[src/rtl/bti_pkg.sv]
// Shared types and constants for the bilinear table interpolator.
// Table geometry, fixed-point widths, queue depths and the command word.
// No dependencies.
package bti_pkg;

	// table geometry
	localparam int COS_ENTRIES   = 32;
	localparam int ROUGH_ENTRIES = 32;
	localparam int CIW = (COS_ENTRIES > 1) ? $clog2(COS_ENTRIES) : 1;
	localparam int RIW = (ROUGH_ENTRIES > 1) ? $clog2(ROUGH_ENTRIES) : 1;
	// banks split the table by row and column parity
	localparam int CHW = (CIW > 1) ? CIW - 1 : 1;
	localparam int RHW = (RIW > 1) ? RIW - 1 : 1;
	localparam int BANK_AW    = CHW + RHW;
	localparam int BANK_DEPTH = 2 ** BANK_AW;
	localparam int NBANKS     = 4;

	// fixed point: Q1.16 values, 16-bit weights
	localparam int VW  = 17;
	localparam int FW  = 16;
	localparam int WIW = 5;   // width of the write index fields
	localparam logic [VW-1:0] ONE_Q16 = 17'h10000;

	// queues
	localparam int CMDQ_DEPTH = 4;
	localparam int CQ_AW      = $clog2(CMDQ_DEPTH);
	localparam int CQ_CW      = $clog2(CMDQ_DEPTH + 1);
	localparam int OUTQ_DEPTH = 8;
	localparam int OQ_AW      = $clog2(OUTQ_DEPTH);
	localparam int OQ_CW      = $clog2(OUTQ_DEPTH + 1);

	typedef enum logic {
		OP_WRITE  = 1'b0,
		OP_LOOKUP = 1'b1
	} op_t;

	// classified word handed from front to back
	typedef struct packed {
		op_t            op;
		logic           wr_ok;   // write address lies inside the table
		logic [CIW-1:0] c0;
		logic [CIW-1:0] c1;
		logic [RIW-1:0] r0;
		logic [RIW-1:0] r1;
		logic [FW-1:0]  fc;
		logic [FW-1:0]  fr;
		logic [VW-1:0]  value;
	} cmd_t;

endpackage

[src/rtl/bti_cmd_queue.sv]
// Short command queue between front and back ends.
// Depends on bti_pkg (cmd_t and depth).
module bti_cmd_queue (
	input  logic          clk,
	input  logic          arst_n,
	input  logic          push_en,
	input  bti_pkg::cmd_t din,
	output logic          full,
	input  logic          pop_en,
	output logic          not_empty,
	output bti_pkg::cmd_t dout
);

	bti_pkg::cmd_t                q_q [bti_pkg::CMDQ_DEPTH];
	logic [bti_pkg::CQ_AW-1:0]   wp_q, rp_q;
	logic [bti_pkg::CQ_CW-1:0]   cnt_q;

	assign full      = (cnt_q == bti_pkg::CQ_CW'(bti_pkg::CMDQ_DEPTH));
	assign not_empty = (cnt_q != '0);
	assign dout      = q_q[rp_q];

	// storage
	always_ff @(posedge clk) begin
		if (push_en) begin
			q_q[wp_q] <= din;
		end
	end

	// pointers and fill count
	always_ff @(posedge clk or negedge arst_n) begin
		if (!arst_n) begin
			wp_q  <= '0;
			rp_q  <= '0;
			cnt_q <= '0;
		end else begin
			if (push_en) begin
				wp_q <= (wp_q == bti_pkg::CQ_AW'(bti_pkg::CMDQ_DEPTH - 1)) ? '0 : wp_q + 1'b1;
			end
			if (pop_en) begin
				rp_q <= (rp_q == bti_pkg::CQ_AW'(bti_pkg::CMDQ_DEPTH - 1)) ? '0 : rp_q + 1'b1;
			end
			cnt_q <= cnt_q + bti_pkg::CQ_CW'(push_en) - bti_pkg::CQ_CW'(pop_en);
		end
	end

endmodule

[config.mk]
export PLATFORM = sky130hd
export DESIGN_NAME = bti_cmd_queue
export DESIGN_NICKNAME = d
export VERILOG_FILES = /design/src/rtl/bti_pkg.sv /design/src/rtl/bti_cmd_queue.sv
export SDC_FILE = /design/constraint.sdc
export NUM_CORES = 1
export LEC_CHECK = 0
export ABC_AREA = 1
export BUFFER_PORTS_ARGS = -buffer_cell sky130_fd_sc_hd__buf_2
export CAP_MARGIN = 20
export CORE_UTILIZATION = 40
export CTS_CLUSTER_SIZE = 10
export DETAILED_ROUTE_END_ITERATION = 16
export PLACE_DENSITY = 0.54
export SYNTH_ARGS = -nofsm -noshare
export SYNTH_HDL_FRONTEND = slang
export SYNTH_SLANG_ARGS = --single-unit
export TNS_END_PERCENT = 20
[constraint.sdc]
create_clock -name clk -period 5.6 [get_ports clk]
set_input_delay 0.84 -clock clk [delete_from_list [all_inputs] [get_ports clk]]
set_output_delay 0.84 -clock clk [all_outputs]
set_load 0.01 [all_outputs]
==> run metrics <==
global-route wire length before repair 39,900 um; Iter 0 DRT Violations 374; top library cells by usage in the layout, fill and taps aside nand2_1, inv_1, edfxtp_1; pin count of the biggest net entering global routing 81; gp weighted congestion 0.705; count of placed standard cells in the final layout, fillers left out 1,712; TritonCTS clock tree built; top_reg_cell synth edfxtp_1; type of the worst setup path reg -> out; clock slew at reported path FFs 0.05 ns; FF/Latch Area 0.00871 mm2; top-area cell type share of the netlist area 0.691; PD cells 488 mW/mm2; number of enable flip-flop cells after synthesis 284; initial cell density of the core 0.412; capturing element type of the critical path primary output; count of TritonRoute iterations in the first routing pass 5; outcome finished, final reports clean; total negative slack 0 ns; most common cell after layout, fill and taps aside nand2_1; buffers inserted during post-CTS setup optimization 0; LEAKAGE 6.68 nW; number of gates resized after cts 0; final clock skew 0.0151 ns; setup slack of the critical path after layout 1.79 ns; htree depth 2; maximum vdd ir drop 312 uV; required time at the endpoint of the critical path 4.76 ns; worst slack after detailed placement 2.22 ns; Crit Reg-Reg Startpoint wp_q[1]$_DFFE_PN0P_; clock tree root buffer cell clkbuf_16; number of max-cap violations 0; clock period minus worst slack 3.81 ns; insertion delay of the later-clocked pin in the worst-skew pair 0.51 ns; number of vias in the routed layout 7,647; area added between synthesis and finish 16.3%; Yosys warnings 0; via count of the first global-routing pass 7,439; post-route ant nets 0; synthesized netlist net count 1,245; number of CTS-inserted buffers 35; placeable core region 0.0300 mm2; number of port buffers 147; CP Launch Point rp_q[0]$_DFFE_PN0P_; Final period util 0.680; Clock Tree Buf Depth 3; Worst slew margin 0.341; Avg WL per Cell 14.8 um; number of top-level pins 148; count of pins over their slew limit 0; sequential fraction of the synthesis area 0.706; number of flip-flops and latches in the synthesized netlist 291; library cell with the largest summed area after synthesis edfxtp_1; sum of overflow across all layers after global routing 0; setup repair after global routing missed its margin false; Slew @ Worst Pin 0.989 ns; number of antenna violations at the first check in global routing 4; Detailed Place HPWL 14,100 um; fill cell count 2,751; worst-path maximum fanout 80; Die Footprint 0.0315 mm2; Arr. time, crit path 2.97 ns; Mapped Avg Cell Area 10.6 um2; Critical Path Source Type flip-flop; worst hold margin 0.175 ns; share of cells above drive strength 1 0.155; via density per instance 4.47; Syn Inst Count 1,162; floorplan row count 63; Highest Clock Rate 0.263 GHz; CTS sink cnt 291; synth unique cells 17; final net count 1,393; DRC violations left 0; worst hold-check path type in -> async; drt total wl 25,300 um; Synth async-reset ratio 0.0241; area used by multi-input combinational logic 0.00224 mm2; Placed Cells incl. Taps 1,663; Overall Global Routing Usage 0.167; synth top area cells edfxtp_1, nand2_1, inv_1; mapped cell area 0.0123 mm2; final hold viol count 0; CTS Hold Buffers Added 0; die extent in x 178 um; Chip Height 178 um; final setup fails 0
-- power by group --
| group | internal (mW) | switching (mW) | total, mW | leakage, nW |
|---|---|---|---|---|
| clock | 1.15 | 0.792 | 1.95 | 0.469 |
| combinational | 0.672 | 1.45 | 2.12 | 3.52 |
| sequential | 2.80 | 0.138 | 2.94 | 2.69 |
-- per-layer routing --
| metal | track usage | wire [um] |
|---|---|---|
| met1 | 0.215 | 11300 |
| met2 | 0.283 | 12200 |
| met3 | 0.0375 | 1280 |
| met4 | 0.0434 | 435 |
| met5 | 0 | 18 |
-- synth_stat cells, types with 2 or more instances --
cell type  count
o21ai_0        3
inv_1        296
buf_4         16
clkbuf_1       7
buf_2         22
ha_1           7
dfrtp_1        7
nor2_1         2
nand3_1      144
nand2_1      368
edfxtp_1     284
-- metrics by stage --
stage	area [um2]	util	power, mW
after global placement	13400	0.447	5.16
final	14300	0.479	7.01
after floorplan	12300	-	4.37
after detailed placement	13400	0.447	5.18
after global routing	14300	0.479	7.49
after CTS	14300	0.479	7.15
-- worst max-delay path, stage by stage, from the launching register on --
cell,delay [ns]
dfrtp_4,0.77
inv_4,0.76
buf_4,0.48
nand2_1,0.09
nand3_1,0.08
nand2_1,0.11
buf_2,0.15
-- state kept, by name, summed over array words and instances, names as in the netlist --
name,count
wp_q,2
rp_q,2
cnt_q,3
q_q,284
-- cell families after synthesis --
| kind of cell | Yosys count | synth area share |
|---|---|---|
| adders and majority gates | 8 | 0.00872 |
| DFF | 291 | 0.706 |
| buffers and inverters | 344 | 0.113 |
| AOI/OAI and AO/OA | 4 | 0.00162 |
| and+or+nand+nor | 515 | 0.171 |
-- worst paths after layout --
kind,endpoint,cells after the start,slack (ns)
max in group asynchronous,rp_q[1]$_DFFE_PN0P_,1,5.23
max reg2reg,q_q[1][38]$_DFFE_PP_,5,3.22
max,dout[45],6,1.79
min in group clk,q_q[2][57]$_DFFE_PP_,1,0.55
min reg2reg,cnt_q[2]$_DFF_PN0_,3,0.57
min,wp_q[1]$_DFFE_PN0P_,1,0.18
-- cell type report --
type,instances,area share
Timing Repair Buffer,157,0.0565
Clock buffer,42,0.0644
Inverter,298,0.0785
Multi-Input combinational cell,527,0.156
Sequential cell,291,0.607
Antenna cell,2,0.000349
Clock inverter,5,0.00262
Tap cell,390,0.0340
(Power assumes the default switching activity.)
