===== src/rtl/bti_pkg.sv =====
// Shared types and constants for the bilinear table interpolator.
// Table geometry, fixed-point widths, queue depths and the command word.
// No dependencies.
package bti_pkg;

	// table geometry
	localparam int COS_ENTRIES   = 32;
	localparam int ROUGH_ENTRIES = 32;
	localparam int CIW = (COS_ENTRIES > 1) ? $clog2(COS_ENTRIES) : 1;
	localparam int RIW = (ROUGH_ENTRIES > 1) ? $clog2(ROUGH_ENTRIES) : 1;
	// banks split the table by row and column parity
	localparam int CHW = (CIW > 1) ? CIW - 1 : 1;
	localparam int RHW = (RIW > 1) ? RIW - 1 : 1;
	localparam int BANK_AW    = CHW + RHW;
	localparam int BANK_DEPTH = 2 ** BANK_AW;
	localparam int NBANKS     = 4;

	// fixed point: Q1.16 values, 16-bit weights
	localparam int VW  = 17;
	localparam int FW  = 16;
	localparam int WIW = 5;   // width of the write index fields
	localparam logic [VW-1:0] ONE_Q16 = 17'h10000;

	// queues
	localparam int CMDQ_DEPTH = 4;
	localparam int CQ_AW      = $clog2(CMDQ_DEPTH);
	localparam int CQ_CW      = $clog2(CMDQ_DEPTH + 1);
	localparam int OUTQ_DEPTH = 8;
	localparam int OQ_AW      = $clog2(OUTQ_DEPTH);
	localparam int OQ_CW      = $clog2(OUTQ_DEPTH + 1);

	typedef enum logic {
		OP_WRITE  = 1'b0,
		OP_LOOKUP = 1'b1
	} op_t;

	// classified word handed from front to back
	typedef struct packed {
		op_t            op;
		logic           wr_ok;   // write address lies inside the table
		logic [CIW-1:0] c0;
		logic [CIW-1:0] c1;
		logic [RIW-1:0] r0;
		logic [RIW-1:0] r1;
		logic [FW-1:0]  fc;
		logic [FW-1:0]  fr;
		logic [VW-1:0]  value;
	} cmd_t;

endpackage


===== src/rtl/bti_front.sv =====
// Front end: saturates coordinates, splits them into index and weight,
// and checks write addresses. Depends on bti_pkg.
module bti_front (
	input  logic                      op,
	input  logic [bti_pkg::WIW-1:0]   write_cos_index,
	input  logic [bti_pkg::WIW-1:0]   write_rough_index,
	input  logic [bti_pkg::VW-1:0]    write_value,
	input  logic [bti_pkg::VW-1:0]    cos_theta,
	input  logic [bti_pkg::VW-1:0]    rough_value,
	output bti_pkg::cmd_t             cmd
);

	localparam int CSW = bti_pkg::VW + bti_pkg::CIW;
	localparam int RSW = bti_pkg::VW + bti_pkg::RIW;

	logic [bti_pkg::VW-1:0]  c_sat, r_sat, v_sat;
	logic [CSW-1:0]          c_scaled;
	logic [RSW-1:0]          r_scaled;
	logic [bti_pkg::CIW-1:0] ci, ci_hi;
	logic [bti_pkg::RIW-1:0] ri, ri_hi;
	logic [8:0]              wc, wr;

	// saturate at 1.0
	assign c_sat = (cos_theta > bti_pkg::ONE_Q16) ? bti_pkg::ONE_Q16 : cos_theta;
	assign r_sat = (rough_value > bti_pkg::ONE_Q16) ? bti_pkg::ONE_Q16 : rough_value;
	assign v_sat = (write_value > bti_pkg::ONE_Q16) ? bti_pkg::ONE_Q16 : write_value;

	// scale by entries - 1, integer part is the index
	assign c_scaled = CSW'(c_sat) * CSW'(bti_pkg::COS_ENTRIES - 1);
	assign r_scaled = RSW'(r_sat) * RSW'(bti_pkg::ROUGH_ENTRIES - 1);
	assign ci = bti_pkg::CIW'(c_scaled >> bti_pkg::FW);
	assign ri = bti_pkg::RIW'(r_scaled >> bti_pkg::FW);

	// upper neighbor, clamped to the last entry
	assign ci_hi = (ci == bti_pkg::CIW'(bti_pkg::COS_ENTRIES - 1)) ? ci : ci + 1'b1;
	assign ri_hi = (ri == bti_pkg::RIW'(bti_pkg::ROUGH_ENTRIES - 1)) ? ri : ri + 1'b1;

	assign wc = 9'(write_cos_index);
	assign wr = 9'(write_rough_index);

	always_comb begin
		cmd       = '0;
		cmd.value = v_sat;
		cmd.fc    = c_scaled[bti_pkg::FW-1:0];
		cmd.fr    = r_scaled[bti_pkg::FW-1:0];
		if (op == bti_pkg::OP_LOOKUP) begin
			cmd.op = bti_pkg::OP_LOOKUP;
			cmd.c0 = ci;
			cmd.c1 = ci_hi;
			cmd.r0 = ri;
			cmd.r1 = ri_hi;
		end else begin
			// write: both neighbors point at the target entry
			cmd.op    = bti_pkg::OP_WRITE;
			cmd.wr_ok = (wc < 9'(bti_pkg::COS_ENTRIES)) && (wr < 9'(bti_pkg::ROUGH_ENTRIES));
			cmd.c0    = bti_pkg::CIW'(wc);
			cmd.c1    = bti_pkg::CIW'(wc);
			cmd.r0    = bti_pkg::RIW'(wr);
			cmd.r1    = bti_pkg::RIW'(wr);
		end
	end

endmodule


===== config.mk =====
export PLATFORM = sky130hd
export DESIGN_NAME = bti_front
export DESIGN_NICKNAME = d
export VERILOG_FILES = /design/src/rtl/bti_pkg.sv /design/src/rtl/bti_front.sv
export SDC_FILE = /design/constraint.sdc
export NUM_CORES = 1
export LEC_CHECK = 0
export BUFFER_PORTS_ARGS = -buffer_cell sky130_fd_sc_hd__buf_2
export CORE_UTILIZATION = 50
export DETAILED_ROUTE_END_ITERATION = 10
export PLACE_DENSITY = 0.76
export SYNTH_ARGS = -nofsm -noshare
export SYNTH_HDL_FRONTEND = slang
export SYNTH_SLANG_ARGS = --single-unit

===== constraint.sdc =====
create_clock -name vclk -period 13.45
set_input_delay 0.6725 -clock vclk [all_inputs]
set_output_delay 0.6725 -clock vclk [all_outputs]
set_load 0.05 [all_outputs]

==> impl_metrics.json, run 1 <==
{
  "min_period_ns": 7.11,
  "critPathArrivalTime_ns": 6.44,
  "fin_crit_sh_pct": 52.9,
  "fin_tns_setup_ns": 0,
  "wl_per_cell_um": 12.3,
  "via_per_inst": 5.40,
  "rsz0062_at_grt": "false",
  "avgSynthCellArea_sq_um": 7.64,
  "max-cap-violations": 0,
  "grt_remaining_overflow": 0,
  "fillers": 949,
  "slew_viol_final": 0,
  "row_count": 36,
  "setup_violations": 0,
  "gp_congestion": 0.884,
  "drcViolationCount": 0,
  "ir_worst_vdd_v": 0.000176,
  "dr.pass1.iters": 5,
  "syn_area_sq_um": 5210,
  "seq_area_frac_synth_pct": 0,
  "ys_types": 57,
  "run_status": "complete, no violations",
  "yosysWarningCount": 0,
  "cp_max_fo": 10,
  "hold-path-cell-count": 2,
  "die_h_um": 104,
  "grt_pass1_wl_mm": 19.7,
  "min_path_type": "input pin to output port",
  "routed_wl_mm": 11.3,
  "fin_nets": 976,
  "start_kind": "input pin",
  "grt_antenna_before_repair": 0,
  "dpl.hpwl_mm": 9.96,
  "syn-num-nets": 870,
  "cp-end-kind": "output port",
  "tightest_slew_ns": 0.879,
  "core_area_sq_um": 9950,
  "p_leak_nw": 3.20,
  "grt_max_degree": 31,
  "relSlewSlack_pct": 40.6,
  "start_util_pct": 52.3,
  "cts_setup_buffers": 0,
  "synthesis.instances": 681,
  "worstPathRequired_ns": 12.78,
  "crit_type": "input pin to output port",
  "first_iter_violations": 168,
  "vias": 4953,
  "diodes": 0,
  "pin_count": 133,
  "seq_area_sq_um": 0,
  "grt_pass1_vias": 4662,
  "die_area_sq_um": 10800,
  "drive_above_1_share_pct": 18.7,
  "grt_usage_pct": 20.7,
  "sequential_cell_total": 0,
  "final_util_pct": 59.5,
  "finalHoldViolations": 0,
  "fp.dieW_um": 104,
  "syn_to_final_growth_pct": 13.7,
  "nClkBuffers": 0,
  "p_per_area_nw_per_um2": 171,
  "ant_nets": 0,
  "hold_buffers": 0,
  "max_clock_freq_mhz": 141,
  "io_buffers": 133,
  "post_cts_resized": 0
}
==> placed cells by master, fill, tap and decap left out, types with 2 or more instances in the layout <==
master and n:
nand2_1 45, ha_1 67, inv_1 118, nor2_1 36, xor2_1 18, a31oi_1 8, or3_1 3, a31o_2 2
nor2b_1 31, nand4_1 7, fa_1 60, a311oi_1 2, and3_1 2, a21o_1 21, nand2b_1 3, a211oi_1 9
nand4b_1 2, o2111ai_1 3, and3_4 2, maj3_1 2, nand3b_1 2, o41ai_1 3, or4_1 2, o211ai_1 6
nand3_1 9, buf_2 133, o21ai_0 25, xnor2_1 49, nor4_1 13, and2_1 10, o21a_1 5, a21oi_1 48
o21bai_1 5, nor3_1 9, mux2_2 5
==> final cells by class <==
class | instances | area, sq um | share of cell area [%]
inverters | 119 | 447 | 7.55
multi-input cells | 533 | 4640 | 78.4
well taps | 133 | 166 | 2.81
repair buffers | 133 | 666 | 11.2
==> power by group <==
group / switching [mW] / total [mW] / leakage [nW] / internal [mW]
clock network: 0 / 0 / 0 / 0
logic: 0.705 / 1.01 / 3.20 / 0.307
registers: 0 / 0 / 0 / 0
==> metrics by stage <==
stage | hold slack [ns] | setup slack [ns] | cell area (sq um) | instances | power (mW)
floorplan | 1.51 | 6.06 | 5210 | 681 | 0.819
global placement | 1.70 | 6.65 | 5920 | 918 | 0.989
detailed placement | 1.70 | 6.45 | 5920 | 918 | 1.01
CTS | 1.70 | 6.42 | 5920 | 918 | 1.01
global route | 1.72 | 6.07 | 5920 | 918 | 1.09
finish | 1.71 | 6.34 | 5920 | 918 | 1.01
==> cell usage after synthesis, drive strengths merged (2+ instances only) <==
master	n	area share (%)
a2111oi	2	0.70
a211oi	10	1.5
a21o	21	3.0
a21oi	48	4.6
a311oi	2	0.34
a31o	3	0.50
a31oi	8	0.96
and2	11	1.4
and3	4	0.67
buf	2	0.36
clkbuf	27	1.9
fa	60	23
ha	67	16
inv	118	8.5
maj3	2	0.38
mux2	5	1.1
nand2	45	3.2
nand2b	3	0.36
nand3	9	0.87
nand3b	2	0.29
nand4	7	0.84
nand4b	2	0.34
nor2	36	2.6
nor2b	31	3.7
nor3	9	0.87
nor4	13	1.6
o2111ai	3	0.50
o211ai	6	0.87
o21a	5	0.72
o21ai	26	2.6
o21bai	5	0.72
o41ai	3	0.50
or3	3	0.36
or4	2	0.29
xnor2	49	8.2
xor2	18	3.0
==> kinds of logic (layout without fill, tap and decap cells) <==
logic type	after synthesis	after routing	synth area share [%]
AOI/OAI and AO/OA	151	151	19.2
xor gates and xnor gates	67	67	11.3
adders and majority gates	129	129	39.6
buffers and inverters	148	252	10.9
muxes	6	6	1.27
and+or+nand+nor	180	180	17.9
==> worst max-delay path, cell delays in order <==
cell	delay [ns]
buf_2	0.17
nor4_1	0.33
nand4_1	0.16
nand2_1	0.25
and2_1	0.24
inv_1	0.07
fa_1	0.52
fa_1	0.46
fa_1	0.55
inv_1	0.04
ha_1	0.34
a211oi_1	0.30
o21a_1	0.23
a221oi_1	0.15
o41ai_1	0.80
xnor2_1	0.28
and2_1	0.27
a311oi_1	0.29
buf_2	0.31
==> final timing paths <==
kind                         from       to
setup / recovery     cos_theta[9]  cmd[60]
hold / removal    write_value[16]  cmd[16]
==> routing by layer <==
| layer | track usage (%) | share of wire (%) | wire length [um] |
|---|---|---|---|
| met4 | 1.12 | 0.41 | 46 |
| met2 | 40.1 | 50 | 5690 |
| met3 | 1.00 | 4.7 | 526 |
| met1 | 26.3 | 45 | 5040 |
| met5 | 0 | 0 | 0 |
Power figures use the tool's default switching activity.
==> run 2, diff against run 1 <==
--- a/config.mk
+++ b/config.mk
@@ -8,7 +8,7 @@
 export BUFFER_PORTS_ARGS = -buffer_cell sky130_fd_sc_hd__buf_2
 export CORE_UTILIZATION = 50
 export DETAILED_ROUTE_END_ITERATION = 10
-export PLACE_DENSITY = 0.76
+export PLACE_DENSITY = 0.79
 export SYNTH_ARGS = -nofsm -noshare
 export SYNTH_HDL_FRONTEND = slang
 export SYNTH_SLANG_ARGS = --single-unit
==> constraint.sdc (replaced) <==
create_clock -name vclk -period 6
set_input_delay 0.3 -clock vclk [all_inputs]
set_output_delay 0.3 -clock vclk [all_outputs]
set_load 0.05 [all_outputs]
==> run 2 against run 1 <==
Sequential share of layout area unchanged. Cell area increased by 2.9%. Power increased by 130%. Routed wire length increased by 5.3%. Utilization increased by 1.7 points. Critical path depth increased by 1. Hold slack got worse by 0.75 ns. Die area unchanged. Global-route usage increased by 0.84 points. Worst setup slack got worse by 6.1 ns. Cell count increased by 0.76%. Flip-flop and latch count unchanged. Critical endpoint is now cmd[62]. Largest cell class unchanged.
==> impl_metrics.json, run 2 (synthesized netlist as in run 1, its figures left out) <==
{
  "run_status": "complete, no violations",
  "fin_tns_setup_ns": 0,
  "drive_above_1_share_pct": 21.8,
  "vias": 5078,
  "total_power_mw": 2.36,
  "most-common-layout-cells": "buf_2 (128), inv_1 (118), ha_1 (67)",
  "syn_to_final_growth_pct": 16.9,
  "io_buffers": 133,
  "fin_nets": 983,
  "setup_violations": 0,
  "pin_count": 133,
  "crit_type": "input pin to output port",
  "grt_remaining_overflow": 0,
  "nClkBuffers": 0,
  "final_cell_area_sq_um": 6090,
  "die_h_um": 104,
  "dpl.hpwl_mm": 10.4,
  "grt_usage_pct": 21.5,
  "diodes": 0,
  "seq_area_sq_um": 0,
  "multiInputGateArea_sq_um": 4740,
  "start_kind": "input pin",
  "fp.dieW_um": 104,
  "first_iter_violations": 167,
  "routed_wl_mm": 11.9,
  "worstPathRequired_ns": 5.70,
  "start_util_pct": 52.3,
  "p_leak_nw": 3.25,
  "tightest_slew_ns": 0.801,
  "die_area_sq_um": 10800,
  "cp_max_fo": 11,
  "rsz0062_at_grt": "true",
  "grt_pass1_vias": 4786,
  "max-cap-violations": 0,
  "via_per_inst": 5.49,
  "ant_nets": 0,
  "row_count": 36,
  "placed_area_sq_um": 5990,
  "grt_pass1_wl_mm": 20.3,
  "cp-end-kind": "output port",
  "ir_worst_vdd_v": 0.000419,
  "min_period_ns": 5.76,
  "dr.pass1.iters": 5,
  "critPathArrivalTime_ns": 5.46,
  "core_area_sq_um": 9950,
  "grt_max_degree": 31,
  "relSlewSlack_pct": 45.9,
  "drcViolationCount": 0,
  "final_common_cell": "buf_2",
  "gp_congestion": 0.846,
  "p_per_area_nw_per_um2": 388,
  "max_clock_freq_mhz": 174,
  "finalHoldViolations": 0,
  "sequential_cell_total": 0,
  "slew_viol_final": 0,
  "fin_crit_sh_pct": 96.0,
  "fillers": 883,
  "min_path_type": "input pin to output port",
  "grt_antenna_before_repair": 0,
  "wl_per_cell_um": 12.9
}
## run 2: repair_timing
action / CTS / global route
gates resized for setup: 0 / 19
buffers inserted: 0 / 3
hold buffers: 0 / 0
endpoints found under the setup margin: 0 / 10
## run 2: worst paths after layout
path	slack [ns]	cells past startpoint	start	to
max	0.24	20	cos_theta[9]	cmd[62]
min	0.96	2	write_value[16]	cmd[16]
## run 2: critical path: stages
cell and delay [ns]:
buf_2 0.17, nor4_2 0.33, nand4_1 0.14, and2_2 0.30, nor2_1 0.15, ha_1 0.25, fa_1 0.51, inv_1 0.06
fa_1 0.54, inv_1 0.05, ha_1 0.37, nand4_1 0.18, o21bai_1 0.09, or3_1 0.38, o21a_1 0.24, or4_1 0.47
and3_1 0.25, nor4bb_2 0.20, a211oi_2 0.20, clkbuf_4 0.26
## run 2: layout make-up
cell class                      instances  area share (%)
Inverter                              119            7.34
Multi-Input combinational cell        533            77.9
Tap cell                              133            2.73
Timing Repair Buffer                  140            12.0
## run 2: report_power, final
| part | leakage, nW | total, mW | internal (mW) | switching, mW |
|---|---|---|---|---|
| logic | 3.25 | 2.36 | 0.744 | 1.62 |
| registers | 0 | 0 | 0 | 0 |
| clock network | 0 | 0 | 0 | 0 |
## run 2: metrics by stage
stage                     utilization [%]  setup WS (ns)  cells  hold WS, ns
after floorplan                         -         -0.299    681        0.767
after CTS                            60.2         0.0798    922        0.958
final                                61.2          0.240    925        0.955
after detailed placement             60.2         0.0803    922        0.958
after global placement               60.2          0.323    922        0.952
after global routing                 61.2        -0.0300    925        0.966
## run 2: routing by layer
| layer | GRT usage (%) | routed length (um) | vias up | share of wire, % |
|---|---|---|---|---|
| met5 | 0 | 0 | - | 0 |
| met4 | 2.04 | 103 | 0 | 0.87 |
| met3 | 1.07 | 536 | 10 | 4.5 |
| met2 | 42.7 | 6230 | 156 | 52 |
| met1 | 26.2 | 5030 | 2406 | 42 |
| li1 | - | - | 2506 | - |
